--- config.mk ---
export PLATFORM = sky130hd
export DESIGN_NAME = fit_policy_partition_allocator_unit_flat
export DESIGN_NICKNAME = d
export VERILOG_FILES = /design/src/sv/fppa_pkg.sv /design/src/sv/fppa_if.sv /design/src/sv/fppa_cell.sv /design/src/sv/fit_policy_partition_allocator_unit.sv /design/src/flat_wrapper.sv
export SDC_FILE = /design/constraint.sdc
export NUM_CORES = 2
export LEC_CHECK = 0
export BUFFER_PORTS_ARGS = -buffer_cell sky130_fd_sc_hd__buf_2
export CORE_UTILIZATION = 45
export CTS_BUF_LIST = sky130_fd_sc_hd__clkbuf_8
export DETAILED_ROUTE_END_ITERATION = 8
export PLACE_DENSITY = 0.65
export SETUP_SLACK_MARGIN = 0.2
export SLEW_MARGIN = 20
export SYNTH_ARGS = -nofsm -noshare
export SYNTH_HDL_FRONTEND = slang
export SYNTH_HIERARCHICAL = 1
export SYNTH_SLANG_ARGS = --single-unit
export TNS_END_PERCENT = 10
--- constraint.sdc ---
create_clock -name clock -period 4.55 [get_ports clock]
set_input_delay 0.91 -clock clock [delete_from_list [all_inputs] [get_ports clock]]
set_output_delay 0.91 -clock clock [all_outputs]
set_load 0.03 [all_outputs]
--- src/sv/fppa_pkg.sv ---
// Shared types, codes and field widths of the fit policy partition allocator.
`default_nettype none

package fppa_pkg;

   localparam int SLOTS_DEFAULT     = 16;
   localparam int SIZE_BITS_DEFAULT = 16;

   localparam int KIND_W     = 1;
   localparam int SLOT_W     = 4;
   localparam int AMOUNT_W   = 16;
   localparam int STATUS_W   = 2;
   localparam int POLICY_W   = 2;
   localparam int COUNT_W    = 5;
   localparam int CSR_ADDR_W = 2;
   localparam int CSR_DATA_W = 8;

   localparam logic [KIND_W-1:0] KIND_LOAD    = 1'b0;
   localparam logic [KIND_W-1:0] KIND_REQUEST = 1'b1;

   localparam logic [STATUS_W-1:0] STATUS_LOADED  = 2'd0;
   localparam logic [STATUS_W-1:0] STATUS_GRANTED = 2'd1;
   localparam logic [STATUS_W-1:0] STATUS_WAIT    = 2'd2;

   localparam logic [POLICY_W-1:0] POLICY_FIRST = 2'd0;
   localparam logic [POLICY_W-1:0] POLICY_BEST  = 2'd1;
   localparam logic [POLICY_W-1:0] POLICY_WORST = 2'd2;

   localparam logic [CSR_ADDR_W-1:0] CSR_POLICY          = 2'd0;
   localparam logic [CSR_ADDR_W-1:0] CSR_PARTITION_COUNT = 2'd1;

   localparam logic [COUNT_W-1:0] COUNT_RESET = 5'd16;

   typedef enum logic [1:0] {
      ST_IDLE,
      ST_SCAN,
      ST_DONE
   } state_type;

   typedef struct packed {
      logic active;
      logic found;
   } token_type;

endpackage

`default_nettype wire

--- src/sv/fppa_if.sv ---
// Request, response and register write channels of the partition allocator.
`default_nettype none

interface fppa_req_if;
   logic                         valid;
   logic                         ready;
   logic [fppa_pkg::KIND_W-1:0]   kind;
   logic [fppa_pkg::SLOT_W-1:0]   slot;
   logic [fppa_pkg::AMOUNT_W-1:0] amount;

   modport source (output valid, kind, slot, amount, input ready);
   modport sink (input valid, kind, slot, amount, output ready);
endinterface

interface fppa_rsp_if;
   logic                         valid;
   logic                         ready;
   logic [fppa_pkg::STATUS_W-1:0] status;
   logic [fppa_pkg::SLOT_W-1:0]   chosen_slot;
   logic [fppa_pkg::AMOUNT_W-1:0] hole_before;

   modport source (output valid, status, chosen_slot, hole_before, input ready);
   modport sink (input valid, status, chosen_slot, hole_before, output ready);
endinterface

interface fppa_csr_if;
   logic                           valid;
   logic                           ready;
   logic [fppa_pkg::CSR_ADDR_W-1:0] index;
   logic [fppa_pkg::CSR_DATA_W-1:0] data;

   modport source (output valid, index, data, input ready);
   modport sink (input valid, index, data, output ready);
endinterface

`default_nettype wire

--- src/sv/fppa_cell.sv ---
// One partition slot: holds its free size and updates the passing search token.
`default_nettype none

module fppa_cell #(
   parameter int SIZE_BITS = fppa_pkg::SIZE_BITS_DEFAULT,
   parameter int IDX_W     = 4,
   parameter int INDEX     = 0
) (
   input  wire                               clock,
   input  wire                               reset,
   input  wire  [fppa_pkg::POLICY_W-1:0]     policy,
   input  wire  [SIZE_BITS-1:0]              amount,
   input  wire                               in_use,
   input  wire                               wr_en,
   input  wire  [IDX_W-1:0]                  wr_idx,
   input  wire  [SIZE_BITS-1:0]              wr_data,
   input  fppa_pkg::token_type               tok_in,
   input  wire  [IDX_W-1:0]                  pick_in,
   input  wire  [SIZE_BITS-1:0]              left_in,
   output fppa_pkg::token_type               tok_out,
   output logic [IDX_W-1:0]                  pick_out,
   output logic [SIZE_BITS-1:0]              left_out
);

   localparam logic [IDX_W-1:0] MY_INDEX = IDX_W'(INDEX);

   logic [SIZE_BITS-1:0] size_ff;
   fppa_pkg::token_type  tok_ff;
   fppa_pkg::token_type  tok_in_next;
   logic [IDX_W-1:0]     pick_ff;
   logic [IDX_W-1:0]     pick_in_next;
   logic [SIZE_BITS-1:0] left_ff;
   logic [SIZE_BITS-1:0] left_in_next;
   logic [SIZE_BITS-1:0] left;
   logic                 fits;
   logic                 better;
   logic                 take;

   assign fits = (size_ff >= amount);
   assign left = size_ff - amount;

   always_comb begin
      better = 1'b0;
      if (policy == fppa_pkg::POLICY_BEST) begin
         better = (left < left_in);
      end else if (policy == fppa_pkg::POLICY_WORST) begin
         better = (left > left_in);
      end
      take = tok_in.active && in_use && fits && (!tok_in.found || better);

      tok_in_next.active = tok_in.active;
      tok_in_next.found  = tok_in.found || take;
      pick_in_next       = take ? MY_INDEX : pick_in;
      left_in_next       = take ? left : left_in;
   end

   always_ff @(posedge clock) begin
      if (reset) begin
         tok_ff <= '0;
      end else begin
         tok_ff <= tok_in_next;
      end
   end

   always_ff @(posedge clock) begin
      pick_ff <= pick_in_next;
      left_ff <= left_in_next;
      if (wr_en && (wr_idx == MY_INDEX)) begin
         size_ff <= wr_data;
      end
   end

   assign tok_out  = tok_ff;
   assign pick_out = pick_ff;
   assign left_out = left_ff;

endmodule

`default_nettype wire

--- src/sv/fit_policy_partition_allocator_unit.sv ---
// Top level of the fit policy partition allocator: control, registers and slot chain.
`default_nettype none

// A load request writes one slot's free size when it is accepted. The block then
// moves to its done state, and the response is registered out from there once
// the output register is free. An allocation request sends a search token down
// a chain of SLOTS cells, each of which registers it. Each cell in use compares
// its size against the amount under the first, best or worst fit rule. It hands
// the running choice to its neighbor. The winner is written back after the last
// cell. The response sits in an output register, and the next request is taken
// while it waits. Slot sizes are undefined until loaded. The user must write
// registers only while the block is idle; the block itself does not enforce it.
module fit_policy_partition_allocator_unit #(
   parameter int SLOTS     = fppa_pkg::SLOTS_DEFAULT,
   parameter int SIZE_BITS = fppa_pkg::SIZE_BITS_DEFAULT
) (
   input wire          clock,
   input wire          reset,
   fppa_req_if.sink    req,
   fppa_rsp_if.source  rsp,
   fppa_csr_if.sink    csr
);

   localparam int IDX_W = $clog2(SLOTS);
   localparam int CMP_W = (IDX_W + 1 > fppa_pkg::COUNT_W) ? IDX_W + 1 : fppa_pkg::COUNT_W;

   fppa_pkg::state_type state_ff;
   fppa_pkg::state_type state_in;

   logic [fppa_pkg::POLICY_W-1:0] policy_ff;
   logic [fppa_pkg::COUNT_W-1:0]  count_ff;

   logic [SIZE_BITS-1:0]          amount_ff;
   logic [SIZE_BITS-1:0]          amount_in;
   logic [SIZE_BITS-1:0]          req_size;

   logic [fppa_pkg::STATUS_W-1:0] hold_status_ff;
   logic [fppa_pkg::STATUS_W-1:0] hold_status_in;
   logic [fppa_pkg::SLOT_W-1:0]   hold_slot_ff;
   logic [fppa_pkg::SLOT_W-1:0]   hold_slot_in;
   logic [fppa_pkg::AMOUNT_W-1:0] hold_hole_ff;
   logic [fppa_pkg::AMOUNT_W-1:0] hold_hole_in;

   logic                          rsp_valid_ff;
   logic                          rsp_valid_in;
   logic [fppa_pkg::STATUS_W-1:0] rsp_status_ff;
   logic [fppa_pkg::STATUS_W-1:0] rsp_status_in;
   logic [fppa_pkg::SLOT_W-1:0]   rsp_slot_ff;
   logic [fppa_pkg::SLOT_W-1:0]   rsp_slot_in;
   logic [fppa_pkg::AMOUNT_W-1:0] rsp_hole_ff;
   logic [fppa_pkg::AMOUNT_W-1:0] rsp_hole_in;

   logic                          req_accept;
   logic                          rsp_free;
   logic                          wr_en;
   logic [IDX_W-1:0]              wr_idx;
   logic [SIZE_BITS-1:0]          wr_data;
   logic [SIZE_BITS-1:0]          grant_size;

   fppa_pkg::token_type           tok   [SLOTS+1];
   logic [IDX_W-1:0]              pick  [SLOTS+1];
   logic [SIZE_BITS-1:0]          left  [SLOTS+1];
   logic [SLOTS-1:0]              in_use;

   // Register port
   assign csr.ready = 1'b1;

   always_ff @(posedge clock) begin
      if (reset) begin
         policy_ff <= fppa_pkg::POLICY_FIRST;
         count_ff  <= fppa_pkg::COUNT_RESET;
      end else if (csr.valid) begin
         unique case (csr.index)
            fppa_pkg::CSR_POLICY: begin
               policy_ff <= csr.data[fppa_pkg::POLICY_W-1:0];
            end
            fppa_pkg::CSR_PARTITION_COUNT: begin
               count_ff <= csr.data[fppa_pkg::COUNT_W-1:0];
            end
            default: begin
            end
         endcase
      end
   end

   // Slot chain
   assign tok[0].active = req_accept && (req.kind == fppa_pkg::KIND_REQUEST);
   assign tok[0].found  = 1'b0;
   assign pick[0]       = '0;
   assign left[0]       = '0;

   for (genvar j = 0; j < SLOTS; j++) begin : g_cell
      assign in_use[j] = (CMP_W'(j) < CMP_W'(count_ff));

      fppa_cell #(
         .SIZE_BITS (SIZE_BITS),
         .IDX_W     (IDX_W),
         .INDEX     (j)
      ) u_cell (
         .clock    (clock),
         .reset    (reset),
         .policy   (policy_ff),
         .amount   ((j == 0) ? req_size : amount_ff),
         .in_use   (in_use[j]),
         .wr_en    (wr_en),
         .wr_idx   (wr_idx),
         .wr_data  (wr_data),
         .tok_in   (tok[j]),
         .pick_in  (pick[j]),
         .left_in  (left[j]),
         .tok_out  (tok[j+1]),
         .pick_out (pick[j+1]),
         .left_out (left[j+1])
      );
   end

   // Control
   assign req.ready  = (state_ff == fppa_pkg::ST_IDLE);
   assign req_accept = req.valid && req.ready;
   assign req_size   = SIZE_BITS'(req.amount);
   assign rsp_free   = !rsp_valid_ff || rsp.ready;
   assign grant_size = left[SLOTS] + amount_ff;

   always_ff @(posedge clock) begin
      if (reset) begin
         state_ff     <= fppa_pkg::ST_IDLE;
         rsp_valid_ff <= 1'b0;
      end else begin
         state_ff     <= state_in;
         rsp_valid_ff <= rsp_valid_in;
      end
   end

   always_ff @(posedge clock) begin
      amount_ff      <= amount_in;
      hold_status_ff <= hold_status_in;
      hold_slot_ff   <= hold_slot_in;
      hold_hole_ff   <= hold_hole_in;
      rsp_status_ff  <= rsp_status_in;
      rsp_slot_ff    <= rsp_slot_in;
      rsp_hole_ff    <= rsp_hole_in;
   end

   always_comb begin
      state_in       = state_ff;
      amount_in      = amount_ff;
      hold_status_in = hold_status_ff;
      hold_slot_in   = hold_slot_ff;
      hold_hole_in   = hold_hole_ff;
      rsp_valid_in   = rsp_valid_ff && !rsp.ready;
      rsp_status_in  = rsp_status_ff;
      rsp_slot_in    = rsp_slot_ff;
      rsp_hole_in    = rsp_hole_ff;
      wr_en          = 1'b0;
      wr_idx         = IDX_W'(req.slot);
      wr_data        = req_size;

      unique case (state_ff)
         fppa_pkg::ST_IDLE: begin
            if (req_accept) begin
               amount_in = req_size;
               if (req.kind == fppa_pkg::KIND_LOAD) begin
                  wr_en          = (int'(req.slot) < SLOTS);
                  hold_status_in = fppa_pkg::STATUS_LOADED;
                  hold_slot_in   = req.slot;
                  hold_hole_in   = fppa_pkg::AMOUNT_W'(req_size);
                  state_in       = fppa_pkg::ST_DONE;
               end else begin
                  state_in = fppa_pkg::ST_SCAN;
               end
            end
         end
         fppa_pkg::ST_SCAN: begin
            if (tok[SLOTS].active) begin
               state_in = fppa_pkg::ST_DONE;
               if (tok[SLOTS].found) begin
                  wr_en          = 1'b1;
                  wr_idx         = pick[SLOTS];
                  wr_data        = left[SLOTS];
                  hold_status_in = fppa_pkg::STATUS_GRANTED;
                  hold_slot_in   = fppa_pkg::SLOT_W'(pick[SLOTS]);
                  hold_hole_in   = fppa_pkg::AMOUNT_W'(grant_size);
               end else begin
                  hold_status_in = fppa_pkg::STATUS_WAIT;
                  hold_slot_in   = '0;
                  hold_hole_in   = '0;
               end
            end
         end
         fppa_pkg::ST_DONE: begin
            if (rsp_free) begin
               rsp_valid_in  = 1'b1;
               rsp_status_in = hold_status_ff;
               rsp_slot_in   = hold_slot_ff;
               rsp_hole_in   = hold_hole_ff;
               state_in      = fppa_pkg::ST_IDLE;
            end
         end
         default: begin
            state_in = fppa_pkg::ST_IDLE;
         end
      endcase
   end

   assign rsp.valid       = rsp_valid_ff;
   assign rsp.status      = rsp_status_ff;
   assign rsp.chosen_slot = rsp_slot_ff;
   assign rsp.hole_before = rsp_hole_ff;

endmodule

`default_nettype wire

--- src/flat_wrapper.sv ---
// flat-port wrapper written by rule: the top's interface ports become plain ports
module fit_policy_partition_allocator_unit_flat 
#(
   parameter int SLOTS     = fppa_pkg::SLOTS_DEFAULT,
   parameter int SIZE_BITS = fppa_pkg::SIZE_BITS_DEFAULT
)
  (clock, reset, req_valid, req_kind, req_slot, req_amount, req_ready, rsp_valid, rsp_status, rsp_chosen_slot, rsp_hole_before, rsp_ready, csr_valid, csr_index, csr_data, csr_ready);
  fppa_req_if req_i ();
  fppa_rsp_if rsp_i ();
  fppa_csr_if csr_i ();
  input wire clock;
  input wire reset;
  input wire logic [$bits(req_i.valid)-1:0] req_valid;
  input wire logic [$bits(req_i.kind)-1:0] req_kind;
  input wire logic [$bits(req_i.slot)-1:0] req_slot;
  input wire logic [$bits(req_i.amount)-1:0] req_amount;
  output wire logic [$bits(req_i.ready)-1:0] req_ready;
  output wire logic [$bits(rsp_i.valid)-1:0] rsp_valid;
  output wire logic [$bits(rsp_i.status)-1:0] rsp_status;
  output wire logic [$bits(rsp_i.chosen_slot)-1:0] rsp_chosen_slot;
  output wire logic [$bits(rsp_i.hole_before)-1:0] rsp_hole_before;
  input wire logic [$bits(rsp_i.ready)-1:0] rsp_ready;
  input wire logic [$bits(csr_i.valid)-1:0] csr_valid;
  input wire logic [$bits(csr_i.index)-1:0] csr_index;
  input wire logic [$bits(csr_i.data)-1:0] csr_data;
  output wire logic [$bits(csr_i.ready)-1:0] csr_ready;
  assign req_i.valid = req_valid;
  assign req_i.kind = req_kind;
  assign req_i.slot = req_slot;
  assign req_i.amount = req_amount;
  assign req_ready = req_i.ready;
  assign rsp_valid = rsp_i.valid;
  assign rsp_status = rsp_i.status;
  assign rsp_chosen_slot = rsp_i.chosen_slot;
  assign rsp_hole_before = rsp_i.hole_before;
  assign rsp_i.ready = rsp_ready;
  assign csr_i.valid = csr_valid;
  assign csr_i.index = csr_index;
  assign csr_i.data = csr_data;
  assign csr_ready = csr_i.ready;
  fit_policy_partition_allocator_unit #(.SLOTS(SLOTS), .SIZE_BITS(SIZE_BITS)) u_core (.clock(clock), .reset(reset), .req(req_i), .rsp(rsp_i), .csr(csr_i));
endmodule
==> flow_summary.ini <==
[worst_setup_path]
reg2reg_to = u_core/g_cell[1].u_cell/left_out[10]$_DFF_P_
critPathRequiredTime_ns = 5.20
reg2reg_slack_ns = 0.05
endpoint = u_core/g_cell[1].u_cell/left_out[10]$_DFF_P_
start_kind = register
reg2regPathDepth = 17
arrival_ns = 5.15
r2r-start = u_core/amount_ff[1]$_DFFE_PP_
cp-startpoint = u_core/amount_ff[1]$_DFFE_PP_
critPathMaxFanout = 10
slowest_delay_ns = 0.53
cp_slowest_cell = or4_1
worstSetupPathType = register to register
cp-end-kind = register
crit_chain = buf_4, inv_1, ha_1, a21oi_1, o21ai_2, a22oi_2, mux2i_1, a2111oi_2, ha_1, nand4_4, or4_1, nand3b_1, mux2i_1, o21ai_2, buf_4, clkbuf_16, mux2_4

[clocking]
cts_sinks = 678
clk_pin_slew_ns = 0.07
root_buffer = clkbuf_8
cts_max_level = 3
ctsHoldBuffers = 0
clk_latency_ns = 0.78
cts_tree = yes
cts_buffer_depth = 3
cts_inserted_buffers = 115

[layout]
fin_area_um2 = 50200
instances_no_fill = 6058
nets = 5257
n_fill_cell = 8710
areaGrowthSynthToFinish_pct = 13.9
drive_gt1_frac = 0.170

[sta]
finalSetupTns_ns = 0
setup_viol = 0
clock_skew_ns = 0.0506
worst_slack_ns = 0.0505
fin_crit_ns = 4.50
hold_viol_final = 0
tightest_slew_ns = 1.15
slew-limit-headroom = 0.232
drv_slew = 0
fmax_ghz = 0.222
rsz0062_at_grt = yes
final.period_utilization = 0.989

[routing]
vias = 33000
routedWlPerCell_um = 20.2
first_pass_iters = 7
viasPerCell = 5.44
drt_iter0_drc = 2424
drcViolationCount = 4
wl_um = 122000
ant_nets = 0

[grt]
grt_usage = 0.241
grt_remaining_overflow = 0
grt_max_degree = 39
antenna_found_initial = 4
grt_pass1_vias = 31500
grt.busiest_layer = met2
grt_use_met1 = 0.331
grt_pass1_wl_um = 183000
use_met2 = 0.391
globalRouteMet3Util = 0.0299

[logic_synthesis]
synth-edff-count = 316
synth_flop_cell = dfxtp_1
synth_seq_area_share = 0.380
synth.distinct_cells = 86
synth_area_um2 = 44000
ys_top_cells_by_area = edfxtp_1 22%, dfxtp_1 16%, ha_1 15%, inv_1 5.2%, mux2_4 4.9%
synth_top_area_share = 0.215
synth-async-reset-ratio = 0
avgSynthCellArea_um2 = 9.99
synthCells = 4408
ys_warn_count = 6
synth_commonest_cells = 610 x inv_1, 527 x ha_1, 362 x dfxtp_1
synth-seq-cells = 678
synth_area_leader_cell = edfxtp_1
post-synth-top-count-cell = inv_1

[floorplanning]
die_w_um = 315
fp.dieH_um = 315
ioPinCount = 61
rows = 114
die_area_um2 = 99100
initial_utilization = 0.455
core_area_um2 = 96900

[place]
place.port_buffers = 56
pre_cts_ws_ns = -0.0250
dp_hpwl_um = 87700
place_area_um2 = 46700
dp_cells = 5799
gp_congestion = 0.890

[power_and_ir_drop]
powerDensity_nw_per_um2 = 323
ir_drop_v = 0.000304
leakage_nw = 23.6

[hold_path]
worstHoldPathType = register to register

[status]
violations = design-rule violations
status = finished with violations

[run]
maxCapViolCount = 0
cell families (layout without fill, tap and decap cells):
group / Yosys count / after routing / synth area share
AND/OR/NAND/NOR: 1032 / 1032 / 0.119
AO/OA/AOI/OAI: 925 / 925 / 0.144
buffers and inverters: 705 / 1041 / 0.0667
flip-flops: 678 / 678 / 0.380
adder cells (fa/ha/maj): 544 / 544 / 0.157
multiplexers: 317 / 317 / 0.0912
XOR/XNOR: 205 / 205 / 0.0408
other: 2 / 40 / 0.000171
where the power goes:
| group | leakage (nW) | switching (W) | internal (W) |
|---|---|---|---|
| clock network | 1.42 | 0.00265 | 0.00302 |
| logic | 16.3 | 0.00210 | 0.00155 |
| registers | 5.91 | 0.000199 | 0.00667 |
critical path: cells and delay by family (launching register included):
kind,cells,cell delay [ns]
adder cells (fa/ha/maj),2,0.60
AO/OA/AOI/OAI,5,1.24
buffers and inverters,4,0.70
multiplexers,3,0.58
flip-flops,1,0.43
AND/OR/NAND/NOR,3,0.77
flip-flops by register name, indices dropped and copies added (netlist names):
signal,count
u_core/amount_ff,16
u_core/count_ff,5
u_core/g_cell.u_cell/left_out,256
u_core/g_cell.u_cell/pick_out,64
u_core/g_cell.u_cell/size_ff,256
u_core/g_cell.u_cell/tok_out,32
u_core/hold_hole_ff,16
u_core/hold_slot_ff,4
u_core/hold_status_ff,2
u_core/policy_ff,2
u_core/rsp.chosen_slot,4
u_core/rsp.hole_before,16
u_core/rsp.status,2
u_core/rsp.valid,1
u_core/state_ff,2
worst min path at each step:
stage,cells past startpoint,startpoint,slack [ns],endpoint
4_1_cts,1,req_amount[11],0.34,u_core/amount_ff[11]$_DFFE_PP_
3_5_place_dp,1,u_core/g_cell[10].u_cell/pick_out[0]$_SDFF_PP0_,0.39,u_core/g_cell[11].u_cell/pick_out[0]$_SDFF_PP1_
3_3_place_gp,1,u_core/g_cell[14].u_cell/pick_out[2]$_SDFF_PP1_,0.39,u_core/g_cell[15].u_cell/pick_out[2]$_SDFF_PP1_
2_1_floorplan,1,u_core/g_cell[9].u_cell/pick_out[1]$_SDFF_PP0_,0.39,u_core/g_cell[10].u_cell/pick_out[1]$_SDFF_PP1_
5_1_grt,1,req_amount[11],0.39,u_core/amount_ff[11]$_DFFE_PP_
6_report,1,u_core/g_cell[14].u_cell/pick_out[1]$_SDFF_PP1_,0.41,u_core/g_cell[15].u_cell/pick_out[1]$_SDFF_PP1_
cell usage in the layout, fill, tap and decap left out, types with 11 or more instances in the layout:
cell / n
o211ai_1: 21
a211oi_1: 30
clkinv_2: 22
o21bai_1: 23
a31oi_1: 38
o21ai_2: 36
nand2b_1: 95
mux2i_1: 67
buf_2: 56
edfxtp_1: 316
nor2_1: 245
inv_1: 649
a21o_1: 169
o21a_1: 38
conb_1: 38
clkbuf_8: 139
ha_1: 512
buf_4: 114
and2_1: 43
nand4_1: 82
buf_12: 31
o21ai_0: 91
xnor2_1: 117
a311oi_1: 11
nand3_1: 113
fa_1: 11
mux2_2: 55
o21ai_1: 38
a21oi_2: 37
mux2_1: 41
nand3b_1: 25
a21oi_1: 251
xor2_1: 88
a221o_1: 12
nor3_1: 34
nor2b_1: 49
mux2_4: 147
nand2_1: 254
dfxtp_1: 360
layer usage:
| metal | up-vias | wire length [µm] |
|---|---|---|
| met2 | 923 | 55700 |
| met5 | - | 0 |
| met3 | 199 | 7250 |
| met1 | 15700 | 55500 |
| met4 | 0 | 3670 |
| li1 | 16100 | - |
cell type report:
class | count | area (µm²) | area share
clock inverters | 81 | 502 | 0.0100
multi-input cells | 3061 | 25200 | 0.502
flip-flops and latches | 678 | 16700 | 0.334
diodes | 2 | 5.00 | 0.0000998
well taps | 1276 | 1600 | 0.0318
clock buffers | 139 | 1910 | 0.0381
inverters | 611 | 2300 | 0.0458
repair buffers | 210 | 1930 | 0.0384
timing repair:
item | CTS | global route
buffers inserted | 13 | 19
cloned | 0 | 5
hold endpoints to repair | 0 | 0
pin swaps | 3 | 54
setup endpoints to repair | 228 | 300
resized for setup | 13 | 123
metrics by stage:
| stage | util | hold slack [ns] | total power, W |
|---|---|---|---|
| 2_1_floorplan | - | 0.386 | 0.00941 |
| 3_3_place_gp | 0.482 | 0.390 | 0.0104 |
| 3_5_place_dp | 0.482 | 0.395 | 0.0104 |
| 4_1_cts | 0.509 | 0.342 | 0.0162 |
| 5_1_grt | 0.518 | 0.394 | 0.0170 |
| 6_report | 0.518 | 0.406 | 0.0162 |
Power figures use the tool's default switching activity.
